`config.mk`:
```
export PLATFORM = sky130hd
export DESIGN_NAME = audio_phase_rate_control_loop_flat
export DESIGN_NICKNAME = d
export VERILOG_FILES = /design/src/sv/aprc_pkg.sv /design/src/sv/aprc_item_if.sv /design/src/sv/aprc_result_if.sv /design/src/sv/aprc_cfg_if.sv /design/src/sv/audio_phase_rate_control_loop.sv /design/src/flat_wrapper.sv
export SDC_FILE = /design/constraint.sdc
export NUM_CORES = 2
export LEC_CHECK = 0
export CAP_MARGIN = 40
export CORE_MARGIN = 2
export CORE_UTILIZATION = 30
export CTS_BUF_LIST = sky130_fd_sc_hd__clkbuf_16
export DETAILED_ROUTE_END_ITERATION = 8
export DONT_BUFFER_PORTS = 1
export PLACE_DENSITY = 0.48
export SLEW_MARGIN = 20
export SYNTH_ARGS = -nofsm -noshare
export SYNTH_HDL_FRONTEND = slang
export SYNTH_SLANG_ARGS = --single-unit
export TNS_END_PERCENT = 1
```
`constraint.sdc`:
```
create_clock -name clk -period 12.6 [get_ports clk]
set_clock_uncertainty 0.05 [all_clocks]
set_input_delay 0.63 -clock clk [delete_from_list [all_inputs] [get_ports clk]]
set_output_delay 0.63 -clock clk [all_outputs]
set_load 0.01 [all_outputs]
```
`src/sv/aprc_pkg.sv`:
```
package aprc_pkg;

  localparam int FILTER_DEPTH = 16;
  localparam int FILL_W = $clog2(FILTER_DEPTH + 1);
  localparam int POS_W = (FILTER_DEPTH > 1) ? $clog2(FILTER_DEPTH) : 1;

  localparam int PHASE_W = 63;
  localparam int ERR_W = 64;
  localparam int RING_W = 48;
  localparam int SUM_W = 56;
  localparam int FRAC_W = 16;

  localparam int PERIOD_W = 14;
  localparam int ENV_W = 24;
  localparam int HORIZON_W = 24;
  localparam int PPM_W = 17;
  localparam int CFG_INDEX_W = 3;
  localparam int CFG_DATA_W = 24;

  // |error| stays below 2^40 once it passes the envelope check
  localparam int ERR_MAG_W = ENV_W + FRAC_W + 1;
  localparam int SMAG_W = ERR_MAG_W + FILL_W;
  localparam int DELTA_SHIFT = 14;
  localparam int QUO_W = SMAG_W + DELTA_SHIFT;
  localparam int DEN_W = FILL_W + HORIZON_W;
  localparam int CNT_W = $clog2(QUO_W + 1);

  localparam int RATIO_W = 32;
  localparam int CORR_W = 28;
  localparam int RAT_W = 35;
  localparam int PROD_W = RATIO_W + PERIOD_W;
  localparam int PROD_SHIFT = 14;
  localparam int PPM_SHIFT = 30;

  localparam int PPM_SCALE = 1000000;
  localparam int ONE_Q30 = 1 << 30;

  // ppm * 2^30 / 10^6 = ppm * 1073 + ppm * 11591 / 15625
  localparam int PPM_INT_MUL = 1073;
  // ceil(11591 * 2^31 / 15625), exact over the 17-bit ppm range
  localparam int PPM_FRAC_MUL = 1593054910;
  localparam int PPM_FRAC_SHIFT = 31;
  localparam int PPM_PROD_W = PPM_W + PPM_FRAC_SHIFT;

  localparam logic OP_ARM = 1'b0;
  localparam logic OP_UPDATE = 1'b1;

  typedef enum logic [CFG_INDEX_W-1:0] {
    REG_PERIOD   = 3'd0,
    REG_ENVELOPE = 3'd1,
    REG_HORIZON  = 3'd2,
    REG_MAX_CORR = 3'd3,
    REG_MAX_SLEW = 3'd4
  } cfg_reg_t;

  typedef enum logic [3:0] {
    ST_IDLE,
    ST_ERR,
    ST_CHK,
    ST_SUM,
    ST_DEN,
    ST_DIV_LOAD,
    ST_DIVIDE,
    ST_REQ,
    ST_SLEW_LO,
    ST_SLEW_HI,
    ST_MUL,
    ST_ADV,
    ST_EMIT
  } state_t;

endpackage

```
`src/sv/aprc_item_if.sv`:
```
interface aprc_item_if import aprc_pkg::*; ();
  logic               valid;
  logic               ready;
  logic               operation;
  logic [PHASE_W-1:0] phase_value;

  modport source (output valid, output operation, output phase_value, input ready);
  modport sink (input valid, input operation, input phase_value, output ready);
endinterface

```
`src/sv/aprc_result_if.sv`:
```
interface aprc_result_if import aprc_pkg::*; ();
  logic                      valid;
  logic                      ready;
  logic [RATIO_W-1:0]        resample_ratio;
  logic signed [PHASE_W-1:0] phase_offset;
  logic                      fault;

  modport source (output valid, output resample_ratio, output phase_offset, output fault,
                  input ready);
  modport sink (input valid, input resample_ratio, input phase_offset, input fault,
                output ready);
endinterface

```
`src/sv/aprc_cfg_if.sv`:
```
interface aprc_cfg_if import aprc_pkg::*; ();
  logic                   valid;
  logic                   ready;
  logic [CFG_INDEX_W-1:0] index;
  logic [CFG_DATA_W-1:0]  data;

  modport source (output valid, output index, output data, input ready);
  modport sink (input valid, input index, input data, output ready);
endinterface

```
`src/sv/audio_phase_rate_control_loop.sv`:
```
// channel   dir  transaction payload
// item      in   operation (0 arm, 1 period update), phase_value Q47.16
// result    out  resample_ratio Q2.30, phase_offset Q47.16 signed, fault
// cfg       in   index 0..4, data (low bits of the register width)
//
// an arm or an update while faulted goes straight to the result; an envelope fault
// stops after the check; a normal update runs all steps, with the restoring divider
// giving one quotient bit a cycle
// item is not ready while an item is in flight; a finished result sits in the
// output register and the next item is taken while it waits
// rst (synchronous) restores register defaults, ratio 1.0 and a clear filter
module audio_phase_rate_control_loop import aprc_pkg::*; (
  input logic          clk,
  input logic          rst,
  aprc_item_if.sink    item,
  aprc_result_if.source result,
  aprc_cfg_if.sink     cfg
);

  state_t state, state_next;

  logic [PERIOD_W-1:0]  period;
  logic [ENV_W-1:0]     envelope;
  logic [HORIZON_W-1:0] horizon;
  logic [PPM_W-1:0]     max_corr;
  logic [PPM_W-1:0]     max_slew;

  logic [PHASE_W-1:0]  source_phase;
  logic [PHASE_W-1:0]  target;
  logic signed [ERR_W-1:0] err;
  logic signed [SUM_W-1:0] error_sum;
  logic [FILL_W-1:0]   fill_count;
  logic [POS_W-1:0]    ring_position;
  logic [RATIO_W-1:0]  ratio_now;
  logic                fault_latched;
  logic                report_err;

  logic [RING_W-1:0]   ring [FILTER_DEPTH];
  logic [RING_W-1:0]   ring_rd;
  logic                ring_we;

  logic [SMAG_W-1:0]   smag;
  logic                sum_neg;
  logic [DEN_W-1:0]    den;
  logic [DEN_W-1:0]    dvs;
  logic [DEN_W-1:0]    rem;
  logic [QUO_W-1:0]    divq;
  logic [CNT_W-1:0]    div_cnt;
  logic [CORR_W-1:0]   corr_q;
  logic [CORR_W-1:0]   slew_q;
  logic signed [RAT_W-1:0] ratio_work;
  logic [PROD_W-1:0]   prod;

  logic                accept;
  logic                out_load;
  logic [ERR_W-1:0]    err_mag;
  logic [DEN_W:0]      rem_sh;
  logic                rem_fits;
  logic [DEN_W:0]      rem_diff;
  logic [CORR_W-1:0]   qmag;
  logic signed [RAT_W-1:0] slew_lo;
  logic signed [RAT_W-1:0] slew_hi;
  logic signed [RAT_W-1:0] hi_clamped;
  logic [RATIO_W-1:0]  ratio_sat;
  logic [PHASE_W:0]    phase_sum;
  logic [HORIZON_W-1:0] horizon_eff;
  logic signed [SUM_W-1:0] err_ext;
  logic signed [SUM_W-1:0] old_ext;
  logic signed [PHASE_W-1:0] err_sat;
  logic                full;
  logic [PPM_W-1:0]    ppm_sel;
  logic [PPM_PROD_W-1:0] ppm_prod;
  logic [CORR_W-1:0]   ppm_q30;

  assign accept = item.valid && item.ready;
  assign cfg.ready = 1'b1;
  assign full = (fill_count == FILL_W'(FILTER_DEPTH));

  always_comb begin
    err_mag = err[ERR_W-1] ? ERR_W'(-err) : ERR_W'(err);
    rem_sh = {rem, divq[QUO_W-1]};
    rem_fits = (rem_sh >= {1'b0, dvs});
    rem_diff = rem_sh - {1'b0, dvs};
    qmag = (divq > QUO_W'(corr_q)) ? corr_q : divq[CORR_W-1:0];
    slew_lo = $signed(RAT_W'(ratio_now)) - $signed(RAT_W'(slew_q));
    slew_hi = $signed(RAT_W'(ratio_now)) + $signed(RAT_W'(slew_q));
    hi_clamped = (ratio_work > slew_hi) ? slew_hi : ratio_work;
    if (hi_clamped[RAT_W-1]) begin
      ratio_sat = '0;
    end else if (|hi_clamped[RAT_W-2:RATIO_W]) begin
      ratio_sat = '1;
    end else begin
      ratio_sat = hi_clamped[RATIO_W-1:0];
    end
    phase_sum = {1'b0, source_phase} + (PHASE_W+1)'(prod[PROD_W-1:PROD_SHIFT]);
    horizon_eff = (horizon == '0) ? HORIZON_W'(1) : horizon;
    err_ext = SUM_W'($signed(err[RING_W-1:0]));
    old_ext = SUM_W'($signed(ring_rd));
    // keep the error inside the 63-bit signed field
    if (err[ERR_W-1] != err[ERR_W-2]) begin
      err_sat = {err[ERR_W-1], {(PHASE_W-1){~err[ERR_W-1]}}};
    end else begin
      err_sat = err[PHASE_W-1:0];
    end
    // ppm to Q30 by reciprocal multiplication, slew limit while in ST_DEN
    ppm_sel = (state == ST_DEN) ? max_slew : max_corr;
    ppm_prod = PPM_PROD_W'(ppm_sel) * PPM_PROD_W'(PPM_FRAC_MUL);
    ppm_q30 = CORR_W'(ppm_sel) * CORR_W'(PPM_INT_MUL)
              + CORR_W'(ppm_prod[PPM_PROD_W-1:PPM_FRAC_SHIFT]);
  end

  always_ff @(posedge clk) begin
    if (rst) begin
      state <= ST_IDLE;
    end else begin
      state <= state_next;
    end
  end

  always_comb begin
    state_next = state;
    item.ready = 1'b0;
    ring_we = 1'b0;
    out_load = 1'b0;
    case (state)
      ST_IDLE: begin
        item.ready = 1'b1;
        if (item.valid) begin
          if (item.operation == OP_ARM || fault_latched) begin
            state_next = ST_EMIT;
          end else begin
            state_next = ST_ERR;
          end
        end
      end
      ST_ERR: state_next = ST_CHK;
      ST_CHK: begin
        if (err_mag > (ERR_W'(envelope) << FRAC_W)) begin
          state_next = ST_EMIT;
        end else begin
          ring_we = 1'b1;
          state_next = ST_SUM;
        end
      end
      ST_SUM: state_next = ST_DEN;
      ST_DEN: state_next = ST_DIV_LOAD;
      ST_DIV_LOAD: state_next = ST_DIVIDE;
      ST_DIVIDE: begin
        if (div_cnt == CNT_W'(1)) begin
          state_next = ST_REQ;
        end
      end
      ST_REQ: state_next = ST_SLEW_LO;
      ST_SLEW_LO: state_next = ST_SLEW_HI;
      ST_SLEW_HI: state_next = ST_MUL;
      ST_MUL: state_next = ST_ADV;
      ST_ADV: state_next = ST_EMIT;
      ST_EMIT: begin
        if (!result.valid || result.ready) begin
          out_load = 1'b1;
          state_next = ST_IDLE;
        end
      end
      default: state_next = ST_IDLE;
    endcase
  end

  // error ring, its read value never used before all of its entries are written since arm
  always_ff @(posedge clk) begin
    if (ring_we) begin
      ring[ring_position] <= err[RING_W-1:0];
    end
    ring_rd <= ring[ring_position];
  end

  always_ff @(posedge clk) begin
    if (rst) begin
      period <= PERIOD_W'(256);
      envelope <= ENV_W'(4096);
      horizon <= HORIZON_W'(48000);
      max_corr <= PPM_W'(1000);
      max_slew <= PPM_W'(10);
    end else if (cfg.valid) begin
      case (cfg.index)
        REG_PERIOD:   period <= cfg.data[PERIOD_W-1:0];
        REG_ENVELOPE: envelope <= cfg.data[ENV_W-1:0];
        REG_HORIZON:  horizon <= cfg.data[HORIZON_W-1:0];
        REG_MAX_CORR: max_corr <= cfg.data[PPM_W-1:0];
        REG_MAX_SLEW: max_slew <= cfg.data[PPM_W-1:0];
        default: ;
      endcase
    end
  end

  always_ff @(posedge clk) begin
    if (rst) begin
      source_phase <= '0;
      error_sum <= '0;
      fill_count <= '0;
      ring_position <= '0;
      ratio_now <= RATIO_W'(ONE_Q30);
      fault_latched <= 1'b0;
      result.valid <= 1'b0;
    end else begin
      if (out_load) begin
        result.valid <= 1'b1;
      end else if (result.valid && result.ready) begin
        result.valid <= 1'b0;
      end
      case (state)
        ST_IDLE: begin
          if (accept) begin
            target <= item.phase_value;
            report_err <= 1'b0;
            if (item.operation == OP_ARM) begin
              source_phase <= item.phase_value;
              error_sum <= '0;
              fill_count <= '0;
              ring_position <= '0;
              ratio_now <= RATIO_W'(ONE_Q30);
              fault_latched <= 1'b0;
            end
          end
        end
        ST_ERR: begin
          err <= $signed({1'b0, target}) - $signed({1'b0, source_phase});
        end
        ST_CHK: begin
          report_err <= 1'b1;
          if (err_mag > (ERR_W'(envelope) << FRAC_W)) begin
            fault_latched <= 1'b1;
          end else if (full) begin
            error_sum <= error_sum - old_ext;
          end
        end
        ST_SUM: begin
          error_sum <= error_sum + err_ext;
          corr_q <= ppm_q30;
          if (!full) begin
            fill_count <= fill_count + FILL_W'(1);
          end
          if (ring_position == POS_W'(FILTER_DEPTH - 1)) begin
            ring_position <= '0;
          end else begin
            ring_position <= ring_position + POS_W'(1);
          end
        end
        ST_DEN: begin
          den <= DEN_W'(fill_count) * DEN_W'(horizon_eff);
          sum_neg <= error_sum[SUM_W-1];
          smag <= error_sum[SUM_W-1] ? SMAG_W'(-error_sum) : SMAG_W'(error_sum);
          slew_q <= ppm_q30;
        end
        ST_DIV_LOAD: begin
          rem <= '0;
          div_cnt <= CNT_W'(QUO_W);
          divq <= {smag, {DELTA_SHIFT{1'b0}}};
          dvs <= den;
        end
        ST_DIVIDE: begin
          // restoring division, one quotient bit a cycle
          if (rem_fits) begin
            rem <= rem_diff[DEN_W-1:0];
            divq <= {divq[QUO_W-2:0], 1'b1};
          end else begin
            rem <= rem_sh[DEN_W-1:0];
            divq <= {divq[QUO_W-2:0], 1'b0};
          end
          div_cnt <= div_cnt - CNT_W'(1);
        end
        ST_REQ: begin
          ratio_work <= sum_neg ? $signed(RAT_W'(ONE_Q30)) - $signed(RAT_W'(qmag))
                                : $signed(RAT_W'(ONE_Q30)) + $signed(RAT_W'(qmag));
        end
        ST_SLEW_LO: begin
          if (ratio_work < slew_lo) begin
            ratio_work <= slew_lo;
          end
        end
        ST_SLEW_HI: begin
          ratio_now <= ratio_sat;
        end
        ST_MUL: begin
          prod <= PROD_W'(ratio_now) * PROD_W'(period);
        end
        ST_ADV: begin
          source_phase <= phase_sum[PHASE_W] ? '1 : phase_sum[PHASE_W-1:0];
        end
        default: ;
      endcase
    end
  end

  always_ff @(posedge clk) begin
    if (out_load) begin
      result.resample_ratio <= ratio_now;
      result.phase_offset <= report_err ? err_sat : '0;
      result.fault <= fault_latched;
    end
  end

endmodule

```
`src/flat_wrapper.sv`:
```
// flat-port wrapper written by rule: the top's interface ports become plain ports
module audio_phase_rate_control_loop_flat import aprc_pkg::*;
  (clk, rst, item_valid, item_operation, item_phase_value, item_ready, result_valid, result_resample_ratio, result_phase_offset, result_fault, result_ready, cfg_valid, cfg_index, cfg_data, cfg_ready);
  aprc_item_if item_i ();
  aprc_result_if result_i ();
  aprc_cfg_if cfg_i ();
  input logic clk;
  input logic rst;
  input wire logic [$bits(item_i.valid)-1:0] item_valid;
  input wire logic [$bits(item_i.operation)-1:0] item_operation;
  input wire logic [$bits(item_i.phase_value)-1:0] item_phase_value;
  output wire logic [$bits(item_i.ready)-1:0] item_ready;
  output wire logic [$bits(result_i.valid)-1:0] result_valid;
  output wire logic [$bits(result_i.resample_ratio)-1:0] result_resample_ratio;
  output wire logic [$bits(result_i.phase_offset)-1:0] result_phase_offset;
  output wire logic [$bits(result_i.fault)-1:0] result_fault;
  input wire logic [$bits(result_i.ready)-1:0] result_ready;
  input wire logic [$bits(cfg_i.valid)-1:0] cfg_valid;
  input wire logic [$bits(cfg_i.index)-1:0] cfg_index;
  input wire logic [$bits(cfg_i.data)-1:0] cfg_data;
  output wire logic [$bits(cfg_i.ready)-1:0] cfg_ready;
  assign item_i.valid = item_valid;
  assign item_i.operation = item_operation;
  assign item_i.phase_value = item_phase_value;
  assign item_ready = item_i.ready;
  assign result_valid = result_i.valid;
  assign result_resample_ratio = result_i.resample_ratio;
  assign result_phase_offset = result_i.phase_offset;
  assign result_fault = result_i.fault;
  assign result_i.ready = result_ready;
  assign cfg_i.valid = cfg_valid;
  assign cfg_i.index = cfg_index;
  assign cfg_i.data = cfg_data;
  assign cfg_ready = cfg_i.ready;
  audio_phase_rate_control_loop u_core (.clk(clk), .rst(rst), .item(item_i), .result(result_i), .cfg(cfg_i));
endmodule
```
==> After elaboration in Yosys (flattened, before gate mapping) <==
Memory sizes are Yosys's and may differ from the RTL's. A register that Yosys moved wholly into a read port is not among the register bits.
Index checks and enable logic that the tools add are counted.
{ "op_classes": {"n_addsub": 15, "mul": 4, "magnitude_cmp": 5, "eq_ne": 30, "muxes": 58, "bitwise": 3, "n_reduce_logical": 38} }
{ "op_table": {"columns": ["cell", "count"], "rows": [
  ["$mux 63", 4],
  ["$mux 56", 4],
  ["$pmux 56 s3", 1],
  ["$mux 32", 4],
  ["$pmux 63 s2", 1],
  ["$pmux 60 s2", 1],
  ["$mux 35", 3],
  ["$pmux 35 s2", 1],
  ["$add 63x32->64", 1],
  ["$gt 64x40->1", 1],
  ["$mux 64", 1],
  ["$neg 64->64", 1],
  ["$pmux 32 s2", 1],
  ["$sub 63x63->64", 1],
  ["$gt 60x28->1", 1],
  ["$pmux 29 s2", 1],
  ["$add 56x48->56", 1],
  ["$sub 56x48->56", 1],
  ["$pmux 4 s13", 1],
  ["$mul 17x30->47 const B", 1],
  ["$mul 32x14->46", 1],
  ["$mux 46", 1],
  ["$neg 46->46", 1],
  ["$gt 35x35->1", 1],
  ["50 further kinds", 118]
]} }
{ "totals": {"regBits": 823, "ramBits": 768, "output_inout_bits": 99, "word_cells": 184, "n_memories": 1} }
{ "mem_list": {"columns": ["name", "depth", "word_bits", "read_ports", "rd_ports_with_merged_regs", "write_ports", "line_no", "text"], "rows": [
  ["u_core.ring", 16, 48, 1, 1, 1, "audio_phase_rate_control_loop.sv:38", "logic [RING_W-1:0] ring [FILTER_DEPTH];"]
]} }

==> Depth between registers and ports, before layout <==
{ "depth": {"word_depth": 7, "depth_mapped": 52, "ltp_nobuf": 49} }

==> Least setup slack after synthesis <==
No wires, ideal clock.
{ "synth_path": {"path_kind": "reg2reg", "start": "register u_core.state[3]", "end": "register u_core.corr_q[27], data pin", "setup_ns": 0.282, "arrival_time_ns": 12.135, "required_ns": 12.268, "setup_slack_ns": 0.133, "path_stages_with_launch": 53, "n_path_buf": 3, "cell_sequence": "dfxtp_1 -> clkbuf_1 -> nand2b_1 -> clkbuf_1 -> nor3_1 -> clkbuf_1 -> mux2i_1 -> inv_1 -> ha_1 -> inv_1 -> fa_1 -> inv_1 -> ha_1 -> inv_1 -> fa_1 -> inv_1 -> fa_1 -> inv_1 -> (+17 left out) -> ha_1 -> inv_1 -> fa_1 -> fa_1 -> inv_1 -> ha_1 -> o21a_1 -> o21ai_0 -> nand2b_1 -> and2_1 -> nand3_1 -> nor2_1 -> a22o_1 -> o41ai_1 -> o2111ai_1 -> a21o_1 -> a21oi_1 -> nor2_1"} }
{ "synth_via": {"elab_chain_len": 4, "word_cells_on_any_way": 5} }
{ "synth_rtl": {"columns": ["element", "line_no", "text"], "rows": [
  ["start: declaration", "audio_phase_rate_control_loop.sv:20", "state_t state, state_next;"],
  ["start signal: assignment", "audio_phase_rate_control_loop.sv:116", "state <= state_next;"],
  ["$eq 4x3->1 (*)", "audio_phase_rate_control_loop.sv:106", "ppm_sel = (state == ST_DEN) ? max_slew : max_corr;"],
  ["$mux 17 (*)", "audio_phase_rate_control_loop.sv:106", null],
  ["$mul 17x30->47 / $mul 17x11->28 (equally long branches)", "audio_phase_rate_control_loop.sv:107, audio_phase_rate_control_loop.sv:108", null],
  ["$add 28x17->28 (*)", "audio_phase_rate_control_loop.sv:109", "+ CORR_W'(ppm_prod[PPM_PROD_W-1:PPM_FRAC_SHIFT]);"],
  ["named net u_core.ppm_q30[27]", "audio_phase_rate_control_loop.sv:73", "logic [CORR_W-1:0] ppm_q30;"],
  ["end signal: assignment", "audio_phase_rate_control_loop.sv:238", "corr_q <= ppm_q30;"],
  ["end: declaration", "audio_phase_rate_control_loop.sv:49", "logic [CORR_W-1:0] corr_q;"]
]} }
The timed path passes the listed nets; every way through them passes the cells marked *.
A chain may end at the register's enable or synchronous reset.

==> Final worst setup path <==
Same ends and word-level chain as after synthesis.

==> impl_results.md <==
* Setup TNS at 0 ps
* Pin count of the biggest net entering global routing at ~150
* DR WL/cell at 23.0 um
* MaxCap Viol Count at 0
* Share of cells above drive strength 1 at 0.0924
* Final core occ at 0.341
* LEAKAGE at 48.3 nW
* Pre-antenna DRT Iters at 6
* CTS Buffer Depth at 4
* Netlist cell types at 95
* Synth Cell Area at about 110000 um^2
* Max Freq at between 80 and 90 MHz
* WS Path Type: reg2reg
* CTS clk-pin slew, worst paths at 50 ps
* DRC errors left at 0
* CP max-delay cell: fa_1
* EDFF count, synth at 1313
* Primary FF master, synth: edfxtp_1
* CTS tree: yes
* Detailed-route via count at 72000
* Area Overhead vs Synth at 13.2%
* Total Nets Final at 10900
* Tcrit/Tclk final at 0.952
* H-tree levels at 4
* Initial drt markers at 5521
* Worst hold slack at 58.5 ps
* Endpoint class of the critical path: register
* Routability cong. at 0.881
* Final hold violation count at 0
* Fin crit period at 11990 ps
* Maximum fanout along the worst path at 13
* Power Density at 303 nW/um^2
* Critical path buffers and inverters at 11
* Die Wd at 598 um
* Synth Instances at 9298
* CTS sink cnt at 1623
* Initial antenna violation count at 40
* Grt total ovfl at 0
* Die Y at 598 um
* Synth async-reset ratio at 0
* Worst setup SP type: register
* Port bufs at 0
* Synth top area share at 0.372
* RSZ-0062 raised after global routing: no
* Setup-failing EPs final at 0
* Insertion delay to the later sink of the worst-skew pair at 890 ps
* Seq cells post-synth at 1623
* Num CTS Buffers at 188
* Delay-heaviest family, CP: adder cells
* DPL Wire Length at 238000 um
* Area leader, netlist: edfxtp_1
* HP Class: in2reg
* Synth warnings at 0
* Slew headroom at 0.174
* Worst Tran Pin Value at 1240 ps
* Core Area at 352000 um^2
* Worst EP arrival at roughly 12000 ps
* Slowest cell delay on critical path at roughly 600 ps
* Mean post-synth cell area at 11.4 um^2
* DR vias/cell at 5.07
* Num rows at 218
* Syn nets at 10800
* Area contributors post-synth: edfxtp_1 (37%), fa_1 (12%), ha_1 (9.1%), dfxtp_1 (5.9%), mux4_2 (5.1%)
* # IOs at 195
* Total GRT Usage at 0.181
* Cell at the root of the clock tree: clkbuf_16
* Starting Density at 0.301
* Required @ worst endpoint at 13100 ps
* Crit path top cell by count: inv_1
* Post-DRT Antenna Nets at 0
* WL final at 327000 um
* Final slew viol count at 0
* Vias in the first global route at 73900
* Peak supply drop at between 1 and 1.5 mV
* Die area at 358000 um^2
* Post-synthesis sequential area ratio at 0.431
* First-pass GRT wire length at a little under 500000 um
* Outcome: finished clean
[power by group]
| group | internal (W) | total, W | switching [W] |
|---|---|---|---|
| clock network | 0.00315 | 0.00543 | 0.00228 |
| logic | 0.00914 | 0.0233 | 0.0141 |
| registers | 0.00738 | 0.00761 | 0.000235 |
[synth_stat cells (103+ instances only)]
master,number
xor2_1,153
mux2i_1,103
o21ai_0,246
a21oi_1,516
xnor2_1,309
a21o_1,203
and2_1,251
clkbuf_1,339
nor2_1,411
nor3_1,118
dfxtp_1,310
ha_1,767
fa_1,647
nand2_1,1096
inv_1,1022
mux4_2,242
nand3_1,109
edfxtp_1,1313
[flip-flops by register name, summed over array words and instances, names as in the netlist, 29 cells and up]
signal / count
u_core.den: 29
u_core.divq: 60
u_core.dvs: 29
u_core.err: 64
u_core.error_sum: 56
u_core.prod: 32
u_core.ratio_now: 32
u_core.ratio_work: 33
u_core.rem: 29
u_core.result.phase_offset: 63
u_core.result.resample_ratio: 32
u_core.ring: 768
u_core.ring_rd: 48
u_core.smag: 46
u_core.source_phase: 63
u_core.target: 63
[path summary, 6_finish.rpt]
check                       start                       to  slack (ps)  cells after the start
min reg2reg         u_core.den[0]            u_core.dvs[0]         370                      0
max reg2reg       u_core.state[3]        u_core.corr_q[27]         610                     49
max               u_core.state[3]        u_core.corr_q[27]         610                     49
min          item_phase_value[59]  u_core.source_phase[59]          60                      2
[per-layer routing]
layer	vias up	wire (um)	GRT usage
met5	-	46	0
met4	8	9930	0.0515
met3	438	12400	0.0168
met2	1633	156000	0.304
met1	36900	148000	0.249
li1	33100	-	-
[layout make-up]
| cell class | count | area, um^2 |
|---|---|---|
| Fill cell | 34900 | 232000 |
| Multi-Input combinational cell | 6265 | 55200 |
| Sequential cell | 1623 | 45700 |
| Tap cell | 4620 | 5780 |
| Clock buffer | 192 | 4800 |
| Inverter | 1023 | 3840 |
| Timing Repair Buffer | 337 | 3290 |
| Clock inverter | 145 | 1210 |
| Antenna cell | 14 | 35.0 |
[kinds of logic (layout without fill, tap and decap cells)]
| kind of cell | count (synthesis) | count (layout) | synth area share |
|---|---|---|---|
| simple gates | 2442 | 2442 | 0.108 |
| flops | 1623 | 1623 | 0.431 |
| compound gates | 1589 | 1589 | 0.0973 |
| fa+ha+maj | 1414 | 1414 | 0.213 |
| buf+inv | 1410 | 1697 | 0.0504 |
| xor+xnor | 462 | 462 | 0.0382 |
| mux | 357 | 357 | 0.0625 |
| other cells | 1 | 15 | 0.0000354 |
[cells in the final DEF, fill, tap and decap left out, drive strengths merged, types with 24 or more instances in the layout]
| master | synthesis | layout |
|---|---|---|
| o21bai | 55 | 55 |
| buf | 47 | 246 |
| a31oi | 59 | 59 |
| xor2 | 153 | 153 |
| clkbuf | 340 | 192 |
| inv | 1022 | 1064 |
| mux2i | 103 | 103 |
| or4 | 24 | 24 |
| o21a | 57 | 57 |
| and3 | 41 | 41 |
| a21oi | 516 | 516 |
| nand2b | 55 | 55 |
| a211oi | 43 | 43 |
| a21o | 203 | 203 |
| mux4 | 242 | 242 |
| o211ai | 49 | 49 |
| o21ai | 249 | 249 |
| edfxtp | 1313 | 1313 |
| nand3 | 109 | 109 |
| or3 | 78 | 78 |
| o31ai | 48 | 48 |
| dlygate4sd3 | 0 | 89 |
| ha | 767 | 767 |
| fa | 647 | 647 |
| and2 | 253 | 253 |
| nand2 | 1096 | 1096 |
| nor4 | 70 | 70 |
| or2 | 32 | 32 |
| dfxtp | 310 | 310 |
| nor2 | 412 | 412 |
| xnor2 | 309 | 309 |
| nor3 | 118 | 118 |
| a22o | 29 | 29 |
| clkinv | 1 | 77 |
| nand4 | 60 | 60 |
| a21boi | 79 | 79 |
| a221oi | 52 | 52 |
| nor2b | 53 | 53 |
[metrics by stage]
| stage | setup slack (ps) | instances | cell area [um^2] | power [W] |
|---|---|---|---|---|
| after global routing | 19.6 | 14200 | 120000 | 0.0394 |
| after CTS | 355 | 14200 | 119000 | 0.0366 |
| after floorplan | 133 | 9298 | 106000 | 0.0259 |
| after global placement | 540 | 13700 | 112000 | 0.0308 |
| after detailed placement | 450 | 13800 | 113000 | 0.0309 |
| final | 610 | 14200 | 120000 | 0.0363 |
[repair_timing]
action,4_1_cts,5_1_grt
resized for setup,0,10
hold buffers,90,0
hold endpoints to repair,277,0
setup endpoints to repair,0,6
buffers inserted,0,2
(Power assumes the default switching activity.)
